===== src/rtl/mclp_pkg.sv =====
// ----------------------------------------------------------------------------
// mclp_pkg
// Shared types, constants and helpers for the multi-click / long-press
// button detector.
// ----------------------------------------------------------------------------
package mclp_pkg;

  // field and register widths
  localparam int unsigned WIN_W    = 16;
  localparam int unsigned THR_W    = 8;
  localparam int unsigned CNT_W    = 8;
  localparam int unsigned SHORT_W  = 3;
  localparam int unsigned LONG_W   = 2;
  localparam int unsigned CFG_IDX_W = 1;
  localparam int unsigned CFG_DATA_W = WIN_W;

  // reset values of the configuration registers
  localparam logic [WIN_W-1:0] WINDOW_TICKS_RST   = WIN_W'(100);
  localparam logic [THR_W-1:0] LONG_THRESHOLD_RST = THR_W'(20);

  // largest reported counts
  localparam logic [CNT_W-1:0] SHORT_MAX = CNT_W'(5);
  localparam logic [CNT_W-1:0] LONG_MAX  = CNT_W'(2);
  localparam logic [CNT_W-1:0] CNT_SAT   = {CNT_W{1'b1}};
  localparam logic [WIN_W-1:0] WIN_SAT   = {WIN_W{1'b1}};

  // configuration register indexes
  typedef enum logic [CFG_IDX_W-1:0] {
    CFG_WINDOW_TICKS   = 1'b0,
    CFG_LONG_THRESHOLD = 1'b1
  } cfg_idx_t;

  // configuration seen by the detector core
  typedef struct packed {
    logic [WIN_W-1:0] window_ticks;
    logic [THR_W-1:0] long_threshold;
  } cfg_t;

  // one result transaction
  typedef struct packed {
    logic               window_closed;
    logic [SHORT_W-1:0] short_clicks;
    logic [LONG_W-1:0]  long_presses;
    logic               long_release;
  } result_t;

  // saturating increment of an event count
  function automatic logic [CNT_W-1:0] sat_inc(input logic [CNT_W-1:0] v);
    return (v == CNT_SAT) ? v : v + CNT_W'(1);
  endfunction

endpackage


===== src/rtl/multi_click_long_press_detector.sv =====
// ----------------------------------------------------------------------------
// multi_click_long_press_detector
// Counts short clicks and long presses of a button inside an analysis window.
// ----------------------------------------------------------------------------
// One input transaction is one scan tick with the button level, and each one
// yields exactly one result transaction. The block takes a tick every clock
// cycle while in_stall is low; a tick passes the input register, then the
// result register, and a new tick can enter while the previous result is still
// stalled. The window length (index 0, default 100 ticks) and the long-press
// threshold (index 1, default 20 ticks) must be written through the cfg port
// only while no tick is in flight; the block itself does not enforce this.
// ----------------------------------------------------------------------------
module multi_click_long_press_detector (
  input  logic                           clk,
  input  logic                           rst_n,
  // scan tick input
  input  logic                           in_valid,
  output logic                           in_stall,
  input  logic                           in_button_pressed,
  // result output
  output logic                           out_valid,
  input  logic                           out_stall,
  output logic                           out_window_closed,
  output logic [mclp_pkg::SHORT_W-1:0]   out_short_clicks,
  output logic [mclp_pkg::LONG_W-1:0]    out_long_presses,
  output logic                           out_long_release,
  // configuration writes
  input  logic                           cfg_valid,
  output logic                           cfg_ready,
  input  logic [mclp_pkg::CFG_IDX_W-1:0] cfg_index,
  input  logic [mclp_pkg::CFG_DATA_W-1:0] cfg_data
);
  import mclp_pkg::*;

  cfg_t    cfg_r;
  logic    s1_valid_r, s1_valid_nxt;
  logic    s1_pressed_r;
  logic    out_valid_r, out_valid_nxt;
  result_t out_res_r;
  result_t core_res;
  logic    in_take, advance;

  // configuration register writes
  assign cfg_ready = 1'b1;

  always_ff @(posedge clk) begin
    if (!rst_n) begin
      cfg_r.window_ticks   <= WINDOW_TICKS_RST;
      cfg_r.long_threshold <= LONG_THRESHOLD_RST;
    end else if (cfg_valid && cfg_ready) begin
      unique case (cfg_idx_t'(cfg_index))
        CFG_WINDOW_TICKS:   cfg_r.window_ticks   <= cfg_data[WIN_W-1:0];
        CFG_LONG_THRESHOLD: cfg_r.long_threshold <= cfg_data[THR_W-1:0];
        default: ;
      endcase
    end
  end

  // pipeline flow control
  assign advance  = s1_valid_r && (!out_valid_r || !out_stall);
  assign in_stall = s1_valid_r && !advance;
  assign in_take  = in_valid && !in_stall;

  always_comb begin
    s1_valid_nxt  = in_take ? 1'b1 : (advance ? 1'b0 : s1_valid_r);
    out_valid_nxt = advance ? 1'b1 : (out_stall ? out_valid_r : 1'b0);
  end

  // input register
  always_ff @(posedge clk) begin
    if (!rst_n) begin
      s1_valid_r <= 1'b0;
    end else begin
      s1_valid_r <= s1_valid_nxt;
    end
  end

  always_ff @(posedge clk) begin
    if (in_take) begin
      s1_pressed_r <= in_button_pressed;
    end
  end

  // detector state and per-tick result
  mclp_core u_core (
    .clk     (clk),
    .rst_n   (rst_n),
    .step    (advance),
    .pressed (s1_pressed_r),
    .cfg     (cfg_r),
    .res     (core_res)
  );

  // result register
  always_ff @(posedge clk) begin
    if (!rst_n) begin
      out_valid_r <= 1'b0;
    end else begin
      out_valid_r <= out_valid_nxt;
    end
  end

  always_ff @(posedge clk) begin
    if (advance) begin
      out_res_r <= core_res;
    end
  end

  assign out_valid         = out_valid_r;
  assign out_window_closed = out_res_r.window_closed;
  assign out_short_clicks  = out_res_r.short_clicks;
  assign out_long_presses  = out_res_r.long_presses;
  assign out_long_release  = out_res_r.long_release;

endmodule


===== src/rtl/mclp_core.sv =====
// ----------------------------------------------------------------------------
// mclp_core
// Scanner and analysis window state. One scan tick is applied per cycle in
// which step is high; the result for that tick is available combinationally.
// ----------------------------------------------------------------------------
module mclp_core (
  input  logic             clk,
  input  logic             rst_n,
  input  logic             step,
  input  logic             pressed,
  input  mclp_pkg::cfg_t   cfg,
  output mclp_pkg::result_t res
);
  import mclp_pkg::*;

  typedef enum logic [1:0] {
    PH_RELEASED = 2'd0,
    PH_PRESSED  = 2'd1,
    PH_LONG     = 2'd2
  } phase_t;

  phase_t             phase_r, phase_nxt;
  logic [THR_W-1:0]   hold_r, hold_nxt;
  logic               win_open_r, win_open_nxt;
  logic [WIN_W-1:0]   elapsed_r, elapsed_nxt;
  logic [CNT_W-1:0]   short_r, short_nxt;
  logic [CNT_W-1:0]   long_r, long_nxt;

  logic [WIN_W-1:0]   elapsed_inc;
  logic               closing;
  logic [CNT_W-1:0]   short_mid, long_mid;
  logic               win_open_mid;
  logic [WIN_W-1:0]   elapsed_mid;
  logic               lrel;

  // window timer runs first
  always_comb begin
    elapsed_inc  = (elapsed_r != WIN_SAT) ? elapsed_r + WIN_W'(1) : elapsed_r;
    closing      = win_open_r && (elapsed_inc >= cfg.window_ticks);
    short_mid    = closing ? '0 : short_r;
    long_mid     = closing ? '0 : long_r;
    win_open_mid = closing ? 1'b0 : win_open_r;
    elapsed_mid  = closing ? '0 : (win_open_r ? elapsed_inc : elapsed_r);
  end

  // press scanner on this tick's level
  always_comb begin
    phase_nxt    = phase_r;
    hold_nxt     = hold_r;
    short_nxt    = short_mid;
    long_nxt     = long_mid;
    win_open_nxt = win_open_mid;
    elapsed_nxt  = elapsed_mid;
    lrel         = 1'b0;
    unique case (phase_r)
      PH_PRESSED: begin
        if (pressed) begin
          if (hold_r < cfg.long_threshold) begin
            hold_nxt = hold_r + THR_W'(1);
          end else begin
            phase_nxt = PH_LONG;
            hold_nxt  = '0;
            long_nxt  = sat_inc(long_mid);
          end
        end else begin
          phase_nxt = PH_RELEASED;
          hold_nxt  = '0;
          short_nxt = sat_inc(short_mid);
        end
      end
      PH_LONG: begin
        if (!pressed) begin
          phase_nxt = PH_RELEASED;
          hold_nxt  = '0;
          lrel      = 1'b1;
        end
      end
      default: begin
        // released, and the unused code behaves the same
        if (pressed) begin
          phase_nxt = PH_PRESSED;
          hold_nxt  = '0;
          if (!win_open_mid) begin
            win_open_nxt = 1'b1;
            elapsed_nxt  = '0;
          end
        end else begin
          phase_nxt = PH_RELEASED;
        end
      end
    endcase
  end

  // result fields for this tick
  always_comb begin
    res.window_closed = closing;
    res.short_clicks  = (closing && short_r != '0 && short_r <= SHORT_MAX)
                        ? short_r[SHORT_W-1:0] : '0;
    res.long_presses  = (closing && long_r != '0 && long_r <= LONG_MAX)
                        ? long_r[LONG_W-1:0] : '0;
    res.long_release  = lrel;
  end

  // state registers
  always_ff @(posedge clk) begin
    if (!rst_n) begin
      phase_r    <= PH_RELEASED;
      hold_r     <= '0;
      win_open_r <= 1'b0;
      elapsed_r  <= '0;
      short_r    <= '0;
      long_r     <= '0;
    end else if (step) begin
      phase_r    <= phase_nxt;
      hold_r     <= hold_nxt;
      win_open_r <= win_open_nxt;
      elapsed_r  <= elapsed_nxt;
      short_r    <= short_nxt;
      long_r     <= long_nxt;
    end
  end

endmodule


===== config.mk =====
export PLATFORM = sky130hd
export DESIGN_NAME = multi_click_long_press_detector
export DESIGN_NICKNAME = d
export VERILOG_FILES = /design/src/rtl/mclp_pkg.sv /design/src/rtl/multi_click_long_press_detector.sv /design/src/rtl/mclp_core.sv
export SDC_FILE = /design/constraint.sdc
export NUM_CORES = 1
export LEC_CHECK = 0
export BUFFER_PORTS_ARGS = -buffer_cell sky130_fd_sc_hd__clkbuf_2
export CAP_MARGIN = 20
export CORE_MARGIN = 2
export CORE_UTILIZATION = 45
export CTS_BUF_LIST = sky130_fd_sc_hd__clkbuf_2 sky130_fd_sc_hd__clkbuf_4 sky130_fd_sc_hd__clkbuf_8
export CTS_CLUSTER_DIAMETER = 30
export DETAILED_ROUTE_END_ITERATION = 7
export GPL_ROUTABILITY_DRIVEN = 0
export PLACE_DENSITY = 0.71
export SYNTH_ARGS = -nofsm -noshare
export SYNTH_HDL_FRONTEND = slang
export SYNTH_HIERARCHICAL = 1
export SYNTH_SLANG_ARGS = --single-unit

===== constraint.sdc =====
create_clock -name clk -period 9.95 [get_ports clk]
set_clock_uncertainty 0.05 [all_clocks]
set_input_delay 0.4975 -clock clk [delete_from_list [all_inputs] [get_ports clk]]
set_output_delay 0.4975 -clock clk [all_outputs]
set_load 0.005 [all_outputs]

==> summary.txt, run 1 <==
Placed design
  • Area after DPL: 4680 um^2
  • IO buf count: 31
  • Placed insts: 662
  • Hpwl dp: 6820 um
  • Pre-CTS setup slack: 4.80 ns

Drt
  • Initial DRC Count: 203
  • Via count: 3805
  • 1st-pass router iterations: 5
  • Met2 WL: 4060 um
  • Antenna Nets Post-Route: 0
  • Top routing layer in use: met4
  • Total wire length: 9330 um
  • M1 WL: 4600 um
  • Routed len/inst: 13.7 um
  • WL met3: 464 um
  • Residual DRC: 0
  • Vias per cell: 5.60

STA
  • Min Tclk post-route: 5.24 ns
  • # setup viols final: 0
  • RSZ-0062 raised after global routing: no
  • Slew margin rel.: 0.318
  • Hold_ws: 0.286 ns
  • Setup slack after layout: 4.71 ns
  • Fmax: 191 MHz
  • Hold violation count in the final report: 0
  • Worst slew pin tran: 1.02 ns
  • Max-slew violations: 0
  • Final Cycle Share: 0.527
  • Fin Setup TNS: 0 ns

Logic synthesis
  • Primary FF master, synth: dfxtp_1
  • Avg Cell Area, Syn: 8.63 um^2
  • Cells after synthesis: 521
  • Syn. warnings: 6
  • Number of synthesized flops with an enable pin: 8
  • Post-Syn Nets: 573
  • Post-synth top area cell: dfxtp_1
  • Async S/R FF share, synth: 0
  • Synth Register Bits: 77
  • Synth top area cells: dfxtp_1, ha_1, nand2_1
  • Area share of the largest cell type after synthesis: 0.307
  • Mapped cell area: 4500 um^2
  • Sequential cell area fraction in the yosys report: 0.361
  • Synth unique cells: 65

Setup path
  • WP data required: 10.14 ns
  • Slowest CP cell: o31ai_4
  • CP Max Fanout: 21
  • Reg2reg setup slack: 4.71 ns
  • Reg2reg path depth: 19
  • FF-to-FF End: u_core/long_r[3]
  • Critical setup path kind: register to register
  • Startpoint Class: register
  • Crit path largest cell delay: 0.52 ns
  • Worst setup EP type: register
  • Crit path cell chain: ha_1 -> nand2_1 -> or3_1 -> o21ai_1 -> nor2_1 -> xnor2_1 -> ha_1 -> nand4_1 -> nor2_1 -> a211o_1 -> o31ai_4 -> inv_2 -> nor2_1 -> ha_1 -> nand3_1 -> or2_2 -> nand3_1 -> nor4_1 -> o31a_1
  • Worst R2R Start: u_core/elapsed_r[0]
  • Crit path DAT: 5.44 ns

Floorplan
  • Die W: 104 um
  • Die Area: 10800 um^2
  • Rows: 36
  • Starting Density: 0.462
  • I/O pin count: 33
  • Core box area: 9730 um^2
  • Die Y: 104 um

Global route
  • Largest net degree at the start of global routing: 62
  • Number of global-route vias before repair: 3486
  • Initial antenna violation count: 0
  • Tot GR Track Use: 0.177
  • Congestion Overflow GR: 0
  • Global-route wire length before repair: 16100 um

Clocking
  • Max clock buf depth: 2
  • Max H-tree Level: 3
  • Clock sinks: 77
  • Worst-Skew Late Latency: 0.35 ns
  • TritonCTS clock tree: done
  • Num CTS Buffers: 9
  • Post-cts gate resize count: 0
  • Postcts setup bufs: 0
  • Cts hold-fix bufs: 0
  • CTS clock-pin slew for the worst setup and hold paths: 0.08 ns
  • CTS Root Cell: clkbuf_8

Hold path
  • WHS Endpoint: s1_pressed_r
  • Hold_sp: in_button_pressed
  • Cells on Worst Hold Path: 1
  • Min-delay worst type: input port to register

Flow run
  • Max cap viols: 0

Layout
  • N_diodes: 0
  • Final #Nets: 593
  • FILL cells: 935
  • Fin cells: 679
  • Finished Cell Area: 4910 um^2
  • P&R area growth vs syn: 9.27%
  • Layout cell share with drive strength beyond 1: 0.126

Pwr
  • Peak supply drop: 0.0610 mV
  • Leak: 1.97 nW
  • PD cells: 131 nW/um^2

Outcome
  • Run status: complete, no violations
==> cells in the final DEF, fill, tap and decap left out, types with 4 or more instances in the layout <==
cell type / n
nor2b_1: 4
dfxtp_1: 69
ha_1: 29
nor2_1: 31
and3_1: 8
o2111ai_1: 4
clkbuf_8: 10
nand2_1: 74
clkbuf_2: 31
a21oi_1: 23
o211ai_1: 7
nor3b_1: 4
a211oi_1: 4
o21ai_0: 9
or2_2: 4
or3_1: 10
and2_1: 5
o21ai_1: 7
nand4_1: 18
inv_1: 37
xor2_1: 8
edfxtp_1: 8
nor3_1: 8
xnor2_1: 8
nand3_1: 22
mux2i_1: 20
nor4_1: 7
a22o_1: 13
==> through the flow <==
stage | total power [W] | util
finish | 0.000641 | 0.505
CTS | 0.000648 | 0.504
detailed placement | 0.000379 | 0.481
global route | 0.000670 | 0.505
floorplan | 0.000367 | -
global placement | 0.000378 | 0.481
==> sequential cells by signal, indices dropped and copies added, names as in the netlist <==
signal / flops
u_core/elapsed_r: 16
out_short_clicks: 3
out_valid: 1
u_core/short_r: 8
u_core/hold_r: 8
u_core/phase_r: 2
out_window_closed: 1
u_core/long_r: 8
u_core/win_open_r: 1
out_long_release: 1
out_long_presses: 2
s1_pressed_r: 1
s1_valid_r: 1
cfg_r: 24
==> worst max path at each step <==
| stage | end | slack (ns) | from | depth (start not counted) |
|---|---|---|---|---|
| floorplan | u_core/long_r[3] | 5.47 | u_core/elapsed_r[0] | 21 |
| global placement | u_core/long_r[3] | 5.03 | u_core/elapsed_r[0] | 19 |
| detailed placement | u_core/long_r[3] | 4.80 | u_core/elapsed_r[0] | 19 |
| CTS | u_core/long_r[3] | 4.79 | u_core/elapsed_r[0] | 19 |
| global route | u_core/long_r[3] | 4.35 | u_core/elapsed_r[0] | 19 |
| finish | u_core/long_r[3] | 4.71 | u_core/elapsed_r[0] | 19 |
==> report_power, final <==
group | switching, W | leakage (nW) | internal, W
registers | 0.00000478 | 0.637 | 0.000320
clock network | 0.000117 | 0.118 | 0.000152
logic | 0.0000284 | 1.21 | 0.0000187
total | 0.000150 | 1.97 | 0.000491
==> Yosys cell counts (4+ instances only) <==
library cell	n
buf_2	9
nor3_1	9
nand2_1	74
nand3_1	22
o2111ai_1	4
nor2_1	31
nor3b_1	4
nand4_1	18
nor4_1	7
xor2_1	8
a22o_1	13
or2_2	4
mux2i_1	20
dfxtp_1	69
or3_1	10
inv_1	37
buf_6	4
ha_1	29
and3_1	8
edfxtp_1	8
nor2b_1	4
and2_1	5
a21oi_1	23
o211ai_1	7
xnor2_1	8
o21ai_0	9
clkbuf_1	8
a211oi_1	4
o21ai_1	7
==> critical path: cells and delay by family, from the launching register on <==
family                   cells  cell delay, ns
AND/OR/NAND/NOR             10            1.73
AO/OA/AOI/OAI                4            1.56
adder cells (fa/ha/maj)      3            0.80
flip-flops                   1            0.43
buffers and inverters        1            0.28
XOR/XNOR                     1            0.27
==> layer usage <==
| layer | GRT usage | vias up |
|---|---|---|
| li1 | - | 1903 |
| met1 | 0.246 | 1765 |
| met2 | 0.268 | 114 |
| met3 | 0.0307 | 23 |
| met4 | 0.0782 | 0 |
| met5 | 0 | - |
==> cells by family (layout without fill, tap and decap cells) <==
family | count (synthesis) | in the layout | synth area share
simple gates | 212 | 212 | 0.242
compound gates | 99 | 99 | 0.164
flops | 77 | 77 | 0.361
buf+inv | 64 | 89 | 0.0687
fa+ha+maj | 29 | 29 | 0.0807
mux | 23 | 23 | 0.0520
xor+xnor | 16 | 16 | 0.0312
other cells | 1 | 1 | 0.000834
==> final cells by class <==
type | count | area, um^2 | area share
clock buffer | 11 | 145 | 0.0295
multi-input combinational | 380 | 2570 | 0.524
clock inverter | 5 | 81.3 | 0.0166
sequential | 77 | 1620 | 0.330
tap | 133 | 166 | 0.0339
inverter | 39 | 146 | 0.0298
timing repair buffer | 34 | 178 | 0.0362
No activity file was read; power rests on OpenSTA's default activity.
==> run 2, diff against run 1 <==
--- a/config.mk
+++ b/config.mk
@@ -13,7 +13,7 @@
 export CTS_CLUSTER_DIAMETER = 30
 export DETAILED_ROUTE_END_ITERATION = 7
 export GPL_ROUTABILITY_DRIVEN = 0
-export PLACE_DENSITY = 0.71
+export PLACE_DENSITY = 0.74
 export SYNTH_ARGS = -nofsm -noshare
 export SYNTH_HDL_FRONTEND = slang
 export SYNTH_HIERARCHICAL = 1
==> constraint.sdc (replaced) <==
create_clock -name clk -period 4.22 [get_ports clk]
set_clock_uncertainty 0.05 [all_clocks]
set_input_delay 0.211 -clock clk [delete_from_list [all_inputs] [get_ports clk]]
set_output_delay 0.211 -clock clk [all_outputs]
set_load 0.005 [all_outputs]
==> summary.txt, run 2 (synthesis results as in run 1) <==
Outcome
  • Run status: finished, violations left
  • Failing checks: negative setup slack

Setup path
  • Reg2reg path depth: 20
  • Critical setup path kind: register to register
  • CP Max Fanout: 5
  • WP data required: 4.46 ns
  • Crit path DAT: 4.48 ns
  • Startpoint Class: register
  • Worst setup EP type: register

Clocking
  • Num CTS Buffers: 9
  • CTS Root Cell: clkbuf_8
  • Max clock buf depth: 2
  • TritonCTS clock tree: done
  • Clock sinks: 77
  • CTS clock-pin slew for the worst setup and hold paths: 0.08 ns
  • Max H-tree Level: 3
  • Worst-Skew Late Latency: 0.35 ns

STA
  • Setup slack after layout: -0.0262 ns
  • Min Tclk post-route: 4.25 ns
  • Hold violation count in the final report: 0
  • Fin Setup TNS: -0.0262 ns
  • Final Cycle Share: 1.01
  • Slew margin rel.: 0.493
  • Worst slew pin tran: 0.758 ns
  • RSZ-0062 raised after global routing: yes
  • Fmax: 236 MHz
  • Hold_ws: 0.0434 ns
  • # setup viols final: 1
  • Max-slew violations: 0

Global route
  • Largest net degree at the start of global routing: 62
  • GRT busiest layer: met2
  • Global-route wire length before repair: 17200 um
  • Met1 usage: 0.241
  • Initial antenna violation count: 0
  • Number of global-route vias before repair: 3839
  • Tot GR Track Use: 0.189
  • Met3 Use GR: 0.0351
  • GR Layer Usage met2: 0.320
  • Congestion Overflow GR: 0

Pwr
  • Leak: 2.17 nW
  • PD cells: 278 nW/um^2
  • Peak supply drop: 0.177 mV

Floorplan
  • Core box area: 9730 um^2
  • Die W: 104 um
  • Die Area: 10800 um^2
  • I/O pin count: 33
  • Die Y: 104 um
  • Rows: 36
  • Starting Density: 0.462

Layout
  • Most frequent cells in the layout: nand2_1, dfxtp_1, inv_1
  • Finished Cell Area: 5400 um^2
  • Largest register FFs: 24
  • Top flop regs: cfg_r: 24 flops, u_core/elapsed_r: 16 flops
  • Layout cell share with drive strength beyond 1: 0.240
  • Most common cell after layout, fill and taps aside: nand2_1
  • P&R area growth vs syn: 20.1%
  • Largest Register: cfg_r
  • Final #Nets: 623
  • N_diodes: 0
  • Fin cells: 709

Hold path
  • Min-delay worst type: input port to register
  • Cells on Worst Hold Path: 3

Drt
  • Via count: 4077
  • Residual DRC: 0
  • Antenna Nets Post-Route: 0
  • Initial DRC Count: 226
  • Total wire length: 10900 um
  • Vias per cell: 5.75
  • Routed len/inst: 15.4 um
  • 1st-pass router iterations: 5

Placed design
  • Area after DPL: 4860 um^2
  • Hpwl dp: 7320 um
  • IO buf count: 31
  • Placed insts: 678
  • Pre-CTS setup slack: 0.0109 ns

Flow run
  • Max cap viols: 0
run 2: path summary, 6_finish.rpt:
check | to | from | slack (ns)
worst min-delay path | cfg_r[23] | cfg_data[15] | 0.04
worst max register to register | u_core/short_r[4] | u_core/elapsed_r[0] | -0.03
worst min register to register | cfg_r[6] | cfg_r[6] | 0.41
worst max-delay path | u_core/short_r[4] | u_core/elapsed_r[0] | -0.03
run 2: final cells by class:
class	instances	area (um^2)
Clock buffer	11	139
Fill cell	859	4330
Timing Repair Buffer	64	425
Clock inverter	5	77.6
Multi-Input combinational cell	380	2800
Tap cell	133	166
Sequential cell	77	1640
Inverter	39	154
run 2: power by group:
group / total (W) / switching [W] / internal (W)
Clock: 0.000619 / 0.000274 / 0.000345
Sequential: 0.000765 / 0.0000117 / 0.000753
Combinational: 0.000120 / 0.0000705 / 0.0000493
Total: 0.00150 / 0.000356 / 0.00115
run 2: stage by stage:
stage          utilization  power, W
3_5_place_dp         0.499  0.000898
4_1_cts              0.523   0.00151
3_3_place_gp         0.499  0.000894
5_1_grt              0.555   0.00155
6_report             0.555   0.00150
2_1_floorplan            -  0.000868
run 2: worst max-delay path, stage by stage, from the launching register on:
cell and delay (ns):
dfxtp_4 0.38, ha_4 0.15, nand2_4 0.07, or3_4 0.43
o21ai_4 0.27, nor2_1 0.10, xor2_1 0.23, ha_1 0.29
a21oi_2 0.14, o21ai_1 0.08, a211o_1 0.31, o31ai_4 0.32
buf_6 0.16, and2_4 0.15, ha_4 0.14, nand3_4 0.09
nor2_4 0.11, nand2_2 0.07, or3_4 0.43, a21oi_4 0.11
a41o_1 0.10
run 2: what timing repair did:
action	in CTS	in global routing
hold buffers	1	0
pin swaps	0	33
hold endpoints to repair	1	0
gates resized for setup	0	50
endpoints found under the setup margin	4	11
buffers inserted	0	13
run 2: per-layer routing:
layer | share of wire | vias to the layer above
met5 | 0 | -
met4 | 0.020 | 0
met3 | 0.047 | 25
met2 | 0.49 | 144
met1 | 0.44 | 1935
li1 | - | 1973
==> run 3, diff against run 2 <==
--- a/config.mk
+++ b/config.mk
@@ -16,5 +16,4 @@
 export PLACE_DENSITY = 0.74
 export SYNTH_ARGS = -nofsm -noshare
 export SYNTH_HDL_FRONTEND = slang
-export SYNTH_HIERARCHICAL = 1
 export SYNTH_SLANG_ARGS = --single-unit
==> summary.txt, run 3 <==
Clocking
  • Num CTS Buffers: 9
  • CTS clock-pin slew for the worst setup and hold paths: 0.08 ns
  • CTS Root Cell: clkbuf_8
  • Max clock buf depth: 2
  • TritonCTS clock tree: done
  • Clock sinks: 77
  • Worst-Skew Late Latency: 0.36 ns
  • Max H-tree Level: 3

STA
  • Max-slew violations: 0
  • # setup viols final: 0
  • Final Cycle Share: 0.988
  • Min Tclk post-route: 4.17 ns
  • Hold violation count in the final report: 0
  • Worst slew pin tran: 0.804 ns
  • Slew margin rel.: 0.461
  • RSZ-0062 raised after global routing: yes
  • Fin Setup TNS: 0 ns
  • Fmax: 240 MHz

Setup path
  • Crit-path most repeated cell: inv_2
  • Crit path DAT: 4.37 ns
  • Startpoint Class: register
  • WP data required: 4.42 ns
  • Slowest CP cell: or4_4
  • Crit path cell chain: ha_4 -> inv_2 -> nor4_4 -> buf_4 -> a21oi_4 -> xor2_1 -> ha_1 -> nor2b_4 -> o311a_4 -> o31ai_4 -> inv_2 -> nor2_2 -> ha_2 -> inv_2 -> or4_4 -> nor4b_4 -> mux2_2
  • FF-to-FF End: u_core.long_r[5]
  • Worst R2R Start: u_core.elapsed_r[1]
  • CP Max Fanout: 6
  • Setup crit start: u_core.elapsed_r[1]
  • Worst setup EP type: register
  • Critical Path Sink: u_core.long_r[5]
  • Crit path largest cell delay: 0.54 ns
  • Reg2reg setup slack: 0.05 ns
  • Critical setup path kind: register to register
  • Reg2reg path depth: 17

Floorplan
  • I/O pin count: 33
  • Die Y: 103 um
  • Rows: 36
  • Die W: 103 um
  • Starting Density: 0.458
  • Die Area: 10600 um^2
  • Core box area: 9640 um^2

Pwr
  • PD cells: 266 nW/um^2
  • Leak: 2.08 nW
  • Peak supply drop: 0.191 mV
  • Combinational share of power: 0.084
  • Sequential share of power: 0.537
  • Sw Pwr: 0.000373 W
  • Sw Share: 0.262
  • Internal: 0.00105 W
  • Power, Total: 0.00143 W
  • Clk pwr share: 0.379

Logic synthesis
  • Area share of the largest cell type after synthesis: 0.313
  • Count leader, synth: nand2_1
  • Async S/R FF share, synth: 0
  • Number of synthesized flops with an enable pin: 8
  • Synth cell count leaders: nand2_1, dfxtp_1, a21oi_1
  • Post-synth top area cell: dfxtp_1
  • Mapped cell area: 4410 um^2
  • Sequential cell area fraction in the yosys report: 0.368
  • Primary FF master, synth: dfxtp_1
  • Syn. warnings: 0
  • Avg Cell Area, Syn: 8.07 um^2
  • Synth unique cells: 65
  • Synth top area cells: dfxtp_1, ha_1, nand2_1
  • Post-Syn Nets: 599
  • Synth Register Bits: 77
  • Cells after synthesis: 547

Placed design
  • IO buf count: 31
  • Hpwl dp: 7760 um
  • Area after DPL: 4880 um^2

Drt
  • Initial DRC Count: 283
  • WL met3: 501 um
  • 1st-pass router iterations: 5
  • Total wire length: 11000 um
  • Antenna Nets Post-Route: 0
  • Top routing layer in use: met4
  • Vias per cell: 5.64
  • Routed len/inst: 14.9 um
  • Via count: 4180
  • Met2 WL: 5420 um
  • M1 WL: 4850 um
  • Residual DRC: 0

Global route
  • Global-route wire length before repair: 17900 um
  • Congestion Overflow GR: 0
  • Number of global-route vias before repair: 3849
  • Largest net degree at the start of global routing: 50
  • Tot GR Track Use: 0.213
  • Initial antenna violation count: 0

Layout
  • Largest register FFs: 24
  • Most frequent cells in the layout: nand2_1, dfxtp_1, a21oi_1
  • Final #Nets: 655
  • Final Util: 0.557
  • Finished Cell Area: 5370 um^2
  • P&R area growth vs syn: 21.8%
  • Top flop regs: cfg_r: 24 flops, u_core.elapsed_r: 16 flops
  • Most common cell after layout, fill and taps aside: nand2_1
  • Layout cell share with drive strength beyond 1: 0.245
  • N_diodes: 0
  • Largest Register: cfg_r

Hold path
  • Min-delay worst type: input port to register
  • Cells on Worst Hold Path: 3

Flow run
  • Max cap viols: 0

Outcome
  • Run status: complete, no violations
## run 3: cell types whose count changed after synthesis, moves of 6 or more
| cell | before | now |
|---|---|---|
| a21oi_1 | 23 | 53 |
| a22o_1 | 13 | 1 |
| nand2_1 | 74 | 86 |
| a31oi_1 | 1 | 7 |
| nand4_1 | 18 | 12 |
| mux2i_1 | 20 | 2 |
| a22oi_1 | 1 | 10 |
| o21ai_1 | 7 | 13 |
| nor2_1 | 31 | 39 |
| or3_1 | 10 | 3 |
## run 3: per-stage QoR
| stage | hold WS [ns] | setup slack, ns | cells |
|---|---|---|---|
| after floorplan | 0.260 | 0.0124 | 547 |
| final | 0.0210 | 0.0511 | 741 |
| after global placement | 0.342 | 0.154 | 712 |
| after detailed placement | 0.343 | 0.00428 | 713 |
| after CTS | 0.0161 | 0.0238 | 730 |
| after global routing | 0.0197 | -0.147 | 741 |
## run 3: worst min path at each step
stage	startpoint	end	slack, ns
final	cfg_data[13]	cfg_r[21]	0.02
after global routing	cfg_data[14]	cfg_r[22]	0.02
after CTS	cfg_data[13]	cfg_r[21]	0.02
after detailed placement	in_button_pressed	s1_pressed_r	0.34
after global placement	in_button_pressed	s1_pressed_r	0.34
after floorplan	in_button_pressed	s1_pressed_r	0.26
## run 3: what timing repair did
| action | CTS | global route |
|---|---|---|
| gates resized for setup | 12 | 45 |
| setup buffers | 0 | 10 |
| gates cloned | 0 | 0 |
| endpoints found under the setup margin | 1 | 11 |
| pin swaps | 3 | 24 |
| hold buffers | 1 | 0 |
| hold endpoints to repair | 1 | 0 |
## run 3: worst max-delay path: cells and delay by family, from the launching register on
family          cells  cell delay (ns)
fa+ha+maj           3             0.69
flops               1             0.36
simple gates        5             1.29
xor+xnor            1             0.18
compound gates      3             0.82
buf+inv             4             0.39
mux                 1             0.28
## run 3: cell type report
cell class / instances / area, um^2
flip-flops and latches: 77 / 1640
repair buffers: 65 / 428
fillers: 913 / 4270
multi-input cells: 415 / 2820
well taps: 133 / 166
clock buffers: 12 / 159
clock inverters: 4 / 31.3
inverters: 35 / 131
## run 3: routing by layer
| layer | vias up | track usage |
|---|---|---|
| met5 | - | 0 |
| met4 | 0 | 0.0881 |
| met3 | 25 | 0.0475 |
| met1 | 1977 | 0.258 |
| met2 | 111 | 0.364 |
| li1 | 2067 | - |
## run 3: logic make-up after synthesis
logic type | share of synthesized area
AO/OA/AOI/OAI | 0.188
other | 0.000850
buffers and inverters | 0.0508
AND/OR/NAND/NOR | 0.274
multiplexers | 0.0147
adder cells (fa/ha/maj) | 0.0822
flip-flops | 0.368
XOR/XNOR | 0.0218
## run 3: power groups by stage
stage          Combinational [W]  Sequential (W)  Clock, W
3_3_place_gp            0.000107        0.000783         0
4_1_cts                 0.000113        0.000766  0.000548
3_5_place_dp            0.000111        0.000783         0
6_report                0.000120        0.000766  0.000541
5_1_grt                 0.000135        0.000768  0.000582
2_1_floorplan          0.0000748        0.000780         0
